$ cat src/rtl/cts_pkg.sv
package cts_pkg;

  // Operation characters of the CIGAR text.
  localparam logic [7:0] CHAR_M     = 8'h4D;
  localparam logic [7:0] CHAR_I     = 8'h49;
  localparam logic [7:0] CHAR_D     = 8'h44;
  localparam logic [7:0] CHAR_EQ    = 8'h3D;
  localparam logic [7:0] CHAR_X     = 8'h58;
  localparam logic [7:0] CHAR_ZERO  = 8'h30;
  localparam logic [7:0] CHAR_NINE  = 8'h39;

  // Operation codes carried in the low nibble of a unit.
  localparam logic [3:0] CODE_M     = 4'h0;
  localparam logic [3:0] CODE_I     = 4'h1;
  localparam logic [3:0] CODE_D     = 4'h2;
  localparam logic [3:0] CODE_EQ    = 4'h7;
  localparam logic [3:0] CODE_X     = 4'h8;
  localparam logic [3:0] CODE_OTHER = 4'hF;

  // Output queue geometry.
  localparam int QUEUE_DEPTH = 4;
  localparam int QUEUE_AW    = 2;

  // One result item.
  typedef struct packed {
    logic [31:0] cigar_unit;
    logic        part_select;
    logic        unit_valid;
    logic        string_end;
  } result_t;

  // Results produced by one input byte, pushed together into the queue.
  typedef struct packed {
    logic [1:0] count;
    result_t    res0;
    result_t    res1;
  } push_t;

  function automatic logic [3:0] op_code(input logic [7:0] c);
    logic [3:0] code;
    case (c)
      CHAR_M:  code = CODE_M;
      CHAR_I:  code = CODE_I;
      CHAR_D:  code = CODE_D;
      CHAR_EQ: code = CODE_EQ;
      CHAR_X:  code = CODE_X;
      default: code = CODE_OTHER;
    endcase
    return code;
  endfunction

  function automatic logic [31:0] pack_unit(input logic [31:0] len, input logic [3:0] code);
    return {len[27:0], code};
  endfunction

endpackage

$ cat src/rtl/cts_in_if.sv
interface cts_in_if;
  logic       valid;
  logic       ready;
  logic [7:0] text_char;
  logic       last_char;

  modport source(output valid, output text_char, output last_char, input ready);
  modport sink(input valid, input text_char, input last_char, output ready);
endinterface

$ cat src/rtl/cts_out_if.sv
interface cts_out_if;
  logic        valid;
  logic        ready;
  logic [31:0] cigar_unit;
  logic        part_select;
  logic        unit_valid;
  logic        string_end;

  modport source(output valid, output cigar_unit, output part_select,
                 output unit_valid, output string_end, input ready);
  modport sink(input valid, input cigar_unit, input part_select,
               input unit_valid, input string_end, output ready);
endinterface

$ cat src/rtl/cts_cfg_if.sv
interface cts_cfg_if;
  logic        valid;
  logic        ready;
  logic [31:0] ref_target;

  modport source(output valid, output ref_target, input ready);
  modport sink(input valid, input ref_target, output ready);
endinterface

$ cat src/rtl/cigar_text_splitter.sv
// CIGAR text splitter. Takes a CIGAR string one byte per request on in_if
// (last_char marks the final byte) and returns packed units on out_if,
// each tagged with the part it belongs to: the first part runs until the
// reference length consumed reaches the target length; the user must see it
// written on cfg_if only while the block is idle, which the block does not
// enforce. An operation that crosses the target comes out as two units. A
// byte is accepted every clock cycle; its results, none, one or two, are
// registered into a four-entry output queue that drains one result per cycle
// while out_if is ready. Input is held off only while the queue lacks room
// for two results.
module cigar_text_splitter (
  input  logic      clk,
  input  logic      rst_n,
  cts_in_if.sink    in_if,
  cts_out_if.source out_if,
  cts_cfg_if.sink   cfg_if
);
  import cts_pkg::*;

  logic        in_vld_r;
  logic [7:0]  in_char_r;
  logic        in_last_r;
  logic [31:0] target_r;
  logic        room;
  logic        proc;
  push_t       push;

  assign proc         = in_vld_r && room;
  assign in_if.ready  = !in_vld_r || proc;
  assign cfg_if.ready = 1'b1;

  // Input register.
  always_ff @(posedge clk) begin
    if (!rst_n) begin
      in_vld_r <= 1'b0;
    end else if (in_if.ready) begin
      in_vld_r <= in_if.valid;
    end
  end

  always_ff @(posedge clk) begin
    if (in_if.ready && in_if.valid) begin
      in_char_r <= in_if.text_char;
      in_last_r <= in_if.last_char;
    end
  end

  // Target length register.
  always_ff @(posedge clk) begin
    if (!rst_n) begin
      target_r <= '0;
    end else if (cfg_if.valid) begin
      target_r <= cfg_if.ref_target;
    end
  end

  cts_core u_core (
    .clk        (clk),
    .rst_n      (rst_n),
    .en         (proc),
    .text_char  (in_char_r),
    .last_char  (in_last_r),
    .ref_target (target_r),
    .push       (push)
  );

  cts_out_queue u_queue (
    .clk     (clk),
    .rst_n   (rst_n),
    .push_en (proc),
    .push    (push),
    .room    (room),
    .out_if  (out_if)
  );

endmodule

$ cat src/rtl/cts_core.sv
module cts_core (
  input  logic          clk,
  input  logic          rst_n,
  input  logic          en,
  input  logic [7:0]    text_char,
  input  logic          last_char,
  input  logic [31:0]   ref_target,
  output cts_pkg::push_t push
);
  import cts_pkg::*;

  logic [31:0] acc_r, acc_nxt;
  logic [31:0] cons_r, cons_nxt;
  logic        second_r, second_nxt;

  logic        is_digit;
  logic [3:0]  digit;
  logic [3:0]  code;
  logic [31:0] ref_len;
  logic [32:0] sum;
  logic [31:0] head;
  logic [31:0] tail;

  assign is_digit = (text_char >= CHAR_ZERO) && (text_char <= CHAR_NINE);
  assign digit    = 4'(text_char - CHAR_ZERO);
  assign code     = op_code(text_char);
  assign ref_len  = (text_char == CHAR_I) ? 32'd0 : acc_r;
  assign sum      = {1'b0, cons_r} + {1'b0, ref_len};
  assign head     = ref_target - cons_r;
  assign tail     = acc_r - head;

  // Result and next state for the byte in the input register.
  always_comb begin
    push       = '0;
    acc_nxt    = acc_r;
    cons_nxt   = cons_r;
    second_nxt = second_r;
    if (is_digit) begin
      acc_nxt = (acc_r << 3) + (acc_r << 1) + {28'd0, digit};
      if (last_char) begin
        push.count           = 2'd1;
        push.res0.string_end = 1'b1;
      end
    end else begin
      acc_nxt = '0;
      if (second_r || (cons_r >= ref_target)) begin
        // Target already reached: the whole operation goes to the second part.
        second_nxt            = 1'b1;
        push.count            = 2'd1;
        push.res0.cigar_unit  = pack_unit(acc_r, code);
        push.res0.part_select = 1'b1;
        push.res0.unit_valid  = 1'b1;
      end else if (sum <= {1'b0, ref_target}) begin
        // Fits within the first part.
        push.count            = 2'd1;
        push.res0.cigar_unit  = pack_unit(acc_r, code);
        push.res0.unit_valid  = 1'b1;
        cons_nxt              = sum[31:0];
        second_nxt            = (sum >= {1'b0, ref_target});
      end else begin
        // Operation crosses the target and is cut in two.
        push.count            = 2'd2;
        push.res0.cigar_unit  = pack_unit(head, code);
        push.res0.unit_valid  = 1'b1;
        push.res1.cigar_unit  = pack_unit(tail, code);
        push.res1.part_select = 1'b1;
        push.res1.unit_valid  = 1'b1;
        cons_nxt              = ref_target;
        second_nxt            = 1'b1;
      end
      if (last_char) begin
        if (push.count == 2'd2) begin
          push.res1.string_end = 1'b1;
        end else begin
          push.res0.string_end = 1'b1;
        end
      end
    end
    // The end of a string clears all per-string state.
    if (last_char) begin
      acc_nxt    = '0;
      cons_nxt   = '0;
      second_nxt = 1'b0;
    end
  end

  always_ff @(posedge clk) begin
    if (!rst_n) begin
      acc_r    <= '0;
      cons_r   <= '0;
      second_r <= 1'b0;
    end else if (en) begin
      acc_r    <= acc_nxt;
      cons_r   <= cons_nxt;
      second_r <= second_nxt;
    end
  end

endmodule

$ cat src/rtl/cts_out_queue.sv
module cts_out_queue (
  input  logic           clk,
  input  logic           rst_n,
  input  logic           push_en,
  input  cts_pkg::push_t push,
  output logic           room,
  cts_out_if.source      out_if
);
  import cts_pkg::*;

  result_t               mem_r [QUEUE_DEPTH];
  logic [QUEUE_AW-1:0]   wr_ptr_r, rd_ptr_r;
  logic [QUEUE_AW:0]     count_r;
  logic                  pop;
  logic [QUEUE_AW:0]     push_n;
  logic [QUEUE_AW-1:0]   wr_ptr_1;

  // Room for the largest group of results one byte can cause.
  assign room     = (count_r <= (QUEUE_AW+1)'(QUEUE_DEPTH - 2));
  assign pop      = out_if.valid && out_if.ready;
  assign push_n   = push_en ? (QUEUE_AW+1)'(push.count) : '0;
  assign wr_ptr_1 = wr_ptr_r + 1'b1;

  assign out_if.valid       = (count_r != '0);
  assign out_if.cigar_unit  = mem_r[rd_ptr_r].cigar_unit;
  assign out_if.part_select = mem_r[rd_ptr_r].part_select;
  assign out_if.unit_valid  = mem_r[rd_ptr_r].unit_valid;
  assign out_if.string_end  = mem_r[rd_ptr_r].string_end;

  // Storage for queued results.
  always_ff @(posedge clk) begin
    if (push_en && (push.count != 2'd0)) begin
      mem_r[wr_ptr_r] <= push.res0;
    end
    if (push_en && (push.count == 2'd2)) begin
      mem_r[wr_ptr_1] <= push.res1;
    end
  end

  // Pointers and fill count.
  always_ff @(posedge clk) begin
    if (!rst_n) begin
      wr_ptr_r <= '0;
      rd_ptr_r <= '0;
      count_r  <= '0;
    end else begin
      wr_ptr_r <= wr_ptr_r + push_n[QUEUE_AW-1:0];
      if (pop) begin
        rd_ptr_r <= rd_ptr_r + 1'b1;
      end
      count_r <= count_r + push_n - (QUEUE_AW+1)'(pop);
    end
  end

endmodule
$ cat src/flat_wrapper.sv
// flat-port wrapper written by rule: the top's interface ports become plain ports
module cigar_text_splitter_flat import cts_pkg::*;
  (clk, rst_n, in_if_valid, in_if_text_char, in_if_last_char, in_if_ready, out_if_valid, out_if_cigar_unit, out_if_part_select, out_if_unit_valid, out_if_string_end, out_if_ready, cfg_if_valid, cfg_if_ref_target, cfg_if_ready);
  cts_in_if in_if_i ();
  cts_out_if out_if_i ();
  cts_cfg_if cfg_if_i ();
  input  logic clk;
  input  logic rst_n;
  input wire logic [$bits(in_if_i.valid)-1:0] in_if_valid;
  input wire logic [$bits(in_if_i.text_char)-1:0] in_if_text_char;
  input wire logic [$bits(in_if_i.last_char)-1:0] in_if_last_char;
  output wire logic [$bits(in_if_i.ready)-1:0] in_if_ready;
  output wire logic [$bits(out_if_i.valid)-1:0] out_if_valid;
  output wire logic [$bits(out_if_i.cigar_unit)-1:0] out_if_cigar_unit;
  output wire logic [$bits(out_if_i.part_select)-1:0] out_if_part_select;
  output wire logic [$bits(out_if_i.unit_valid)-1:0] out_if_unit_valid;
  output wire logic [$bits(out_if_i.string_end)-1:0] out_if_string_end;
  input wire logic [$bits(out_if_i.ready)-1:0] out_if_ready;
  input wire logic [$bits(cfg_if_i.valid)-1:0] cfg_if_valid;
  input wire logic [$bits(cfg_if_i.ref_target)-1:0] cfg_if_ref_target;
  output wire logic [$bits(cfg_if_i.ready)-1:0] cfg_if_ready;
  assign in_if_i.valid = in_if_valid;
  assign in_if_i.text_char = in_if_text_char;
  assign in_if_i.last_char = in_if_last_char;
  assign in_if_ready = in_if_i.ready;
  assign out_if_valid = out_if_i.valid;
  assign out_if_cigar_unit = out_if_i.cigar_unit;
  assign out_if_part_select = out_if_i.part_select;
  assign out_if_unit_valid = out_if_i.unit_valid;
  assign out_if_string_end = out_if_i.string_end;
  assign out_if_i.ready = out_if_ready;
  assign cfg_if_i.valid = cfg_if_valid;
  assign cfg_if_i.ref_target = cfg_if_ref_target;
  assign cfg_if_ready = cfg_if_i.ready;
  cigar_text_splitter u_core (.clk(clk), .rst_n(rst_n), .in_if(in_if_i), .out_if(out_if_i), .cfg_if(cfg_if_i));
endmodule
$ cat config.mk
export PLATFORM = sky130hd
export DESIGN_NAME = cigar_text_splitter_flat
export DESIGN_NICKNAME = d
export VERILOG_FILES = /design/src/rtl/cts_pkg.sv /design/src/rtl/cts_in_if.sv /design/src/rtl/cts_out_if.sv /design/src/rtl/cts_cfg_if.sv /design/src/rtl/cigar_text_splitter.sv /design/src/rtl/cts_core.sv /design/src/rtl/cts_out_queue.sv /design/src/flat_wrapper.sv
export SDC_FILE = /design/constraint.sdc
export NUM_CORES = 1
export LEC_CHECK = 0
export BUFFER_PORTS_ARGS = -buffer_cell sky130_fd_sc_hd__buf_2
export CAP_MARGIN = 30
export CORE_ASPECT_RATIO = 0.6
export CORE_UTILIZATION = 45
export DETAILED_ROUTE_END_ITERATION = 10
export PLACE_DENSITY_LB_ADDON = 0.2
export SLEW_MARGIN = 20
export SYNTH_ARGS = -nofsm -noshare
export SYNTH_HDL_FRONTEND = slang
export SYNTH_SLANG_ARGS = --single-unit
$ cat constraint.sdc
create_clock -name clk -period 8.7 [get_ports clk]
set_input_delay 1.74 -clock clk [delete_from_list [all_inputs] [get_ports clk]]
set_output_delay 1.74 -clock clk [all_outputs]
set_load 0.01 [all_outputs]
==> metrics.txt <==
largest net degree at the start of global routing=89; RSZ-0062 raised after global routing=no; number of flops mapped to enable cells by yosys=149; startpoint types=register; commonest cells after routing, fill and taps aside=nand2_1 (220), ha_1 (210), edfxtp_1 (149), o21ai_0 (130), a21oi_1 (128); endpoints failing setup=0; CTS H-tree depth=1; leakage dissipation=8.87 nW; Synth Register Bits=256; Worst-Skew Late Latency=0.59 ns; CP max-delay cell=or3_1; met1 Use GR=0.399; synth warn=0; Max clock buf depth=3; per-cell routed wire length=21.1 um; initial antenna violation count=0; Synth Net Count=2338; CTS tree=yes; Max Slew Vio Count=0; M2 GR Usage=0.378; Post-Syn Area=19300 um2; gpl congestion=0.925; Hold Vio Cnt, Final=0; Layout area overhead=9.91%; Detailed Place HPWL=42700 um; max cap viols=0; WP data required=9.19 ns; relative max-transition margin=0.356; Mean Syn Cell Area=9.30 um2; crit path DAT=8.32 ns; Async S/R FF share, synth=0; Cell Rows=58; post-synthesis cell type count=83; VDD IR-drop max=178 uV; via count of the routed design=15879; post-route ant nets=0; post-CTS resize count=0; first-pass GRT wire length=88500 um; DRC Markers=0; status=finished, final reports clean; Clock Tree Root=clkbuf_16; die width=269 um; CTS Buf Count=27; CP max stage delay=0.52 ns; clock slew at reported path FFs=0.08 ns; CTS sink cnt=256; Tmin final=7.83 ns; Worst Path Max Fanout=15; Power Dens Cells=162 nW/um2; GR peak layer=met1; io pins=84; most common cell after layout, fill and taps aside=nand2_1; Tot GR Track Use=0.259; Avg Vias per Cell=5.85; Seq/Total Area, Yosys=0.343; worst-margin pin slew=0.962 ns; layout cells sized above 1=0.104; Die H=162 um; cts hold-fix bufs=0; Starting Density=0.459; TritonRoute pass-1 iters=6; max frequency=0.128 GHz; Post-Layout Inst Area=21200 um2; layout net count=2385; Worst setup EP type=register; Antenna diodes=0; Main synth FF type=edfxtp_1; Die ar.=43800 um2; setup bufs post-CTS=0; Routed WL=57200 um; setup_tns=0 ns; grt ovf=0; met3 usage=0.0439; number of DRC markers in iteration 0=1411; PortBufs=82; Tcrit/Tclk final=0.901; vias in the first global route=15131; critical path class=register to register; Cells after Synth=2076; HP Class=register to register; Core Area=42100 um2; placed cell area=20300 um2; Clock Skew=0.0295 ns
[sequential cells by signal, indices dropped and copies added, names as in the netlist, named ones only]
signal / count
u_core.u_queue.count_r: 3
u_core.u_queue.wr_ptr_r: 2
u_core.in_vld_r: 1
u_core.u_core.second_r: 1
u_core.u_core.acc_r: 32
u_core.in_char_r: 8
u_core.u_queue.rd_ptr_r: 2
u_core.in_last_r: 1
u_core.u_core.cons_r: 32
u_core.target_r: 32
u_core.u_queue.mem_r: 140
[per-stage QoR]
stage / utilization / setup slack [ns] / hold slack [ns] / power (mW) / instances
after floorplan: - / 1.30 / 0.417 / 1.98 / 2076
after global placement: 0.482 / 1.28 / 0.441 / 2.25 / 2662
after detailed placement: 0.483 / 0.903 / 0.450 / 2.26 / 2664
after CTS: 0.504 / 0.883 / 0.466 / 3.47 / 2714
after global routing: 0.504 / 0.278 / 0.486 / 3.59 / 2714
final: 0.504 / 0.865 / 0.454 / 3.44 / 2714
[logic make-up after synthesis]
family,Yosys count,share of synthesized area
buffers and inverters,193,0.0398
other,1,0.000194
muxes,123,0.0869
AOI/OAI and AO/OA,532,0.174
DFF,256,0.343
and+or+nand+nor,651,0.167
xor gates and xnor gates,104,0.0472
adders and majority gates,216,0.142
[cell type report]
cell class | count | area [um2]
fillers | 3909 | 20900
flip-flops and latches | 256 | 6620
clock inverters | 14 | 170
repair buffers | 106 | 614
clock buffers | 36 | 729
well taps | 570 | 713
multi-input cells | 1627 | 12000
inverters | 105 | 394
[cell usage after synthesis (12+ instances only)]
cell      instances  area (um2)
a211oi_1         17         128
a21o_1           59         443
a21oi_1         128         641
a22oi_1          18         135
a31oi_1          12        75.1
and2_1           76         475
and3_1           15        93.8
buf_2            23         115
clkbuf_1         49         184
dfxtp_1         107        2140
edfxtp_1        149        4470
ha_1            210        2630
inv_1           105         394
mux2i_1          80         801
mux4_2           35         788
nand2_1         220         826
nand2b_1         35         219
nand3_1          35         175
nand4_1          18         113
nor2_1          118         443
nor2b_1          72         450
nor3_1           21         105
o21a_1           16         120
o21ai_0         133         666
o21ai_1          31         155
o21bai_1         13        97.6
xnor2_1          64         561
xor2_1           40         350
[metal layers]
metal	wire length, um	vias to the layer above	share of wire
met5	0	-	0
met4	907	0	0.016
met3	4090	61	0.071
met2	23300	520	0.41
met1	28900	7671	0.50
li1	-	7627	-
[worst max-delay path, delay by kind of cell, from the launching register on]
| family | cells | cell delay (ns) |
|---|---|---|
| compound gates | 9 | 2.24 |
| xor+xnor | 4 | 0.56 |
| fa+ha+maj | 4 | 1.20 |
| buf+inv | 1 | 0.05 |
| flops | 1 | 0.43 |
| simple gates | 13 | 3.22 |
[final timing paths]
kind                                start                   endpoint  slack, ns  cells after the start
hold / removal    u_core.u_core.acc_r[31]    u_core.u_core.acc_r[31]       0.45                      2
setup / recovery      u_core.in_char_r[1]  u_core.u_queue.count_r[2]       0.87                     31
setup reg to reg      u_core.in_char_r[1]  u_core.u_queue.count_r[2]       0.87                     31
hold reg to reg   u_core.u_core.acc_r[31]    u_core.u_core.acc_r[31]       0.45                      2
[report_power, final]
part	switching [mW]	internal (mW)	leakage [nW]	total [mW]
Combinational	0.507	0.343	6.22	0.850
Clock	0.527	0.684	0.429	1.21
Sequential	0.0399	1.34	2.22	1.38
Total	1.07	2.37	8.87	3.44
(Power assumes the default switching activity.)
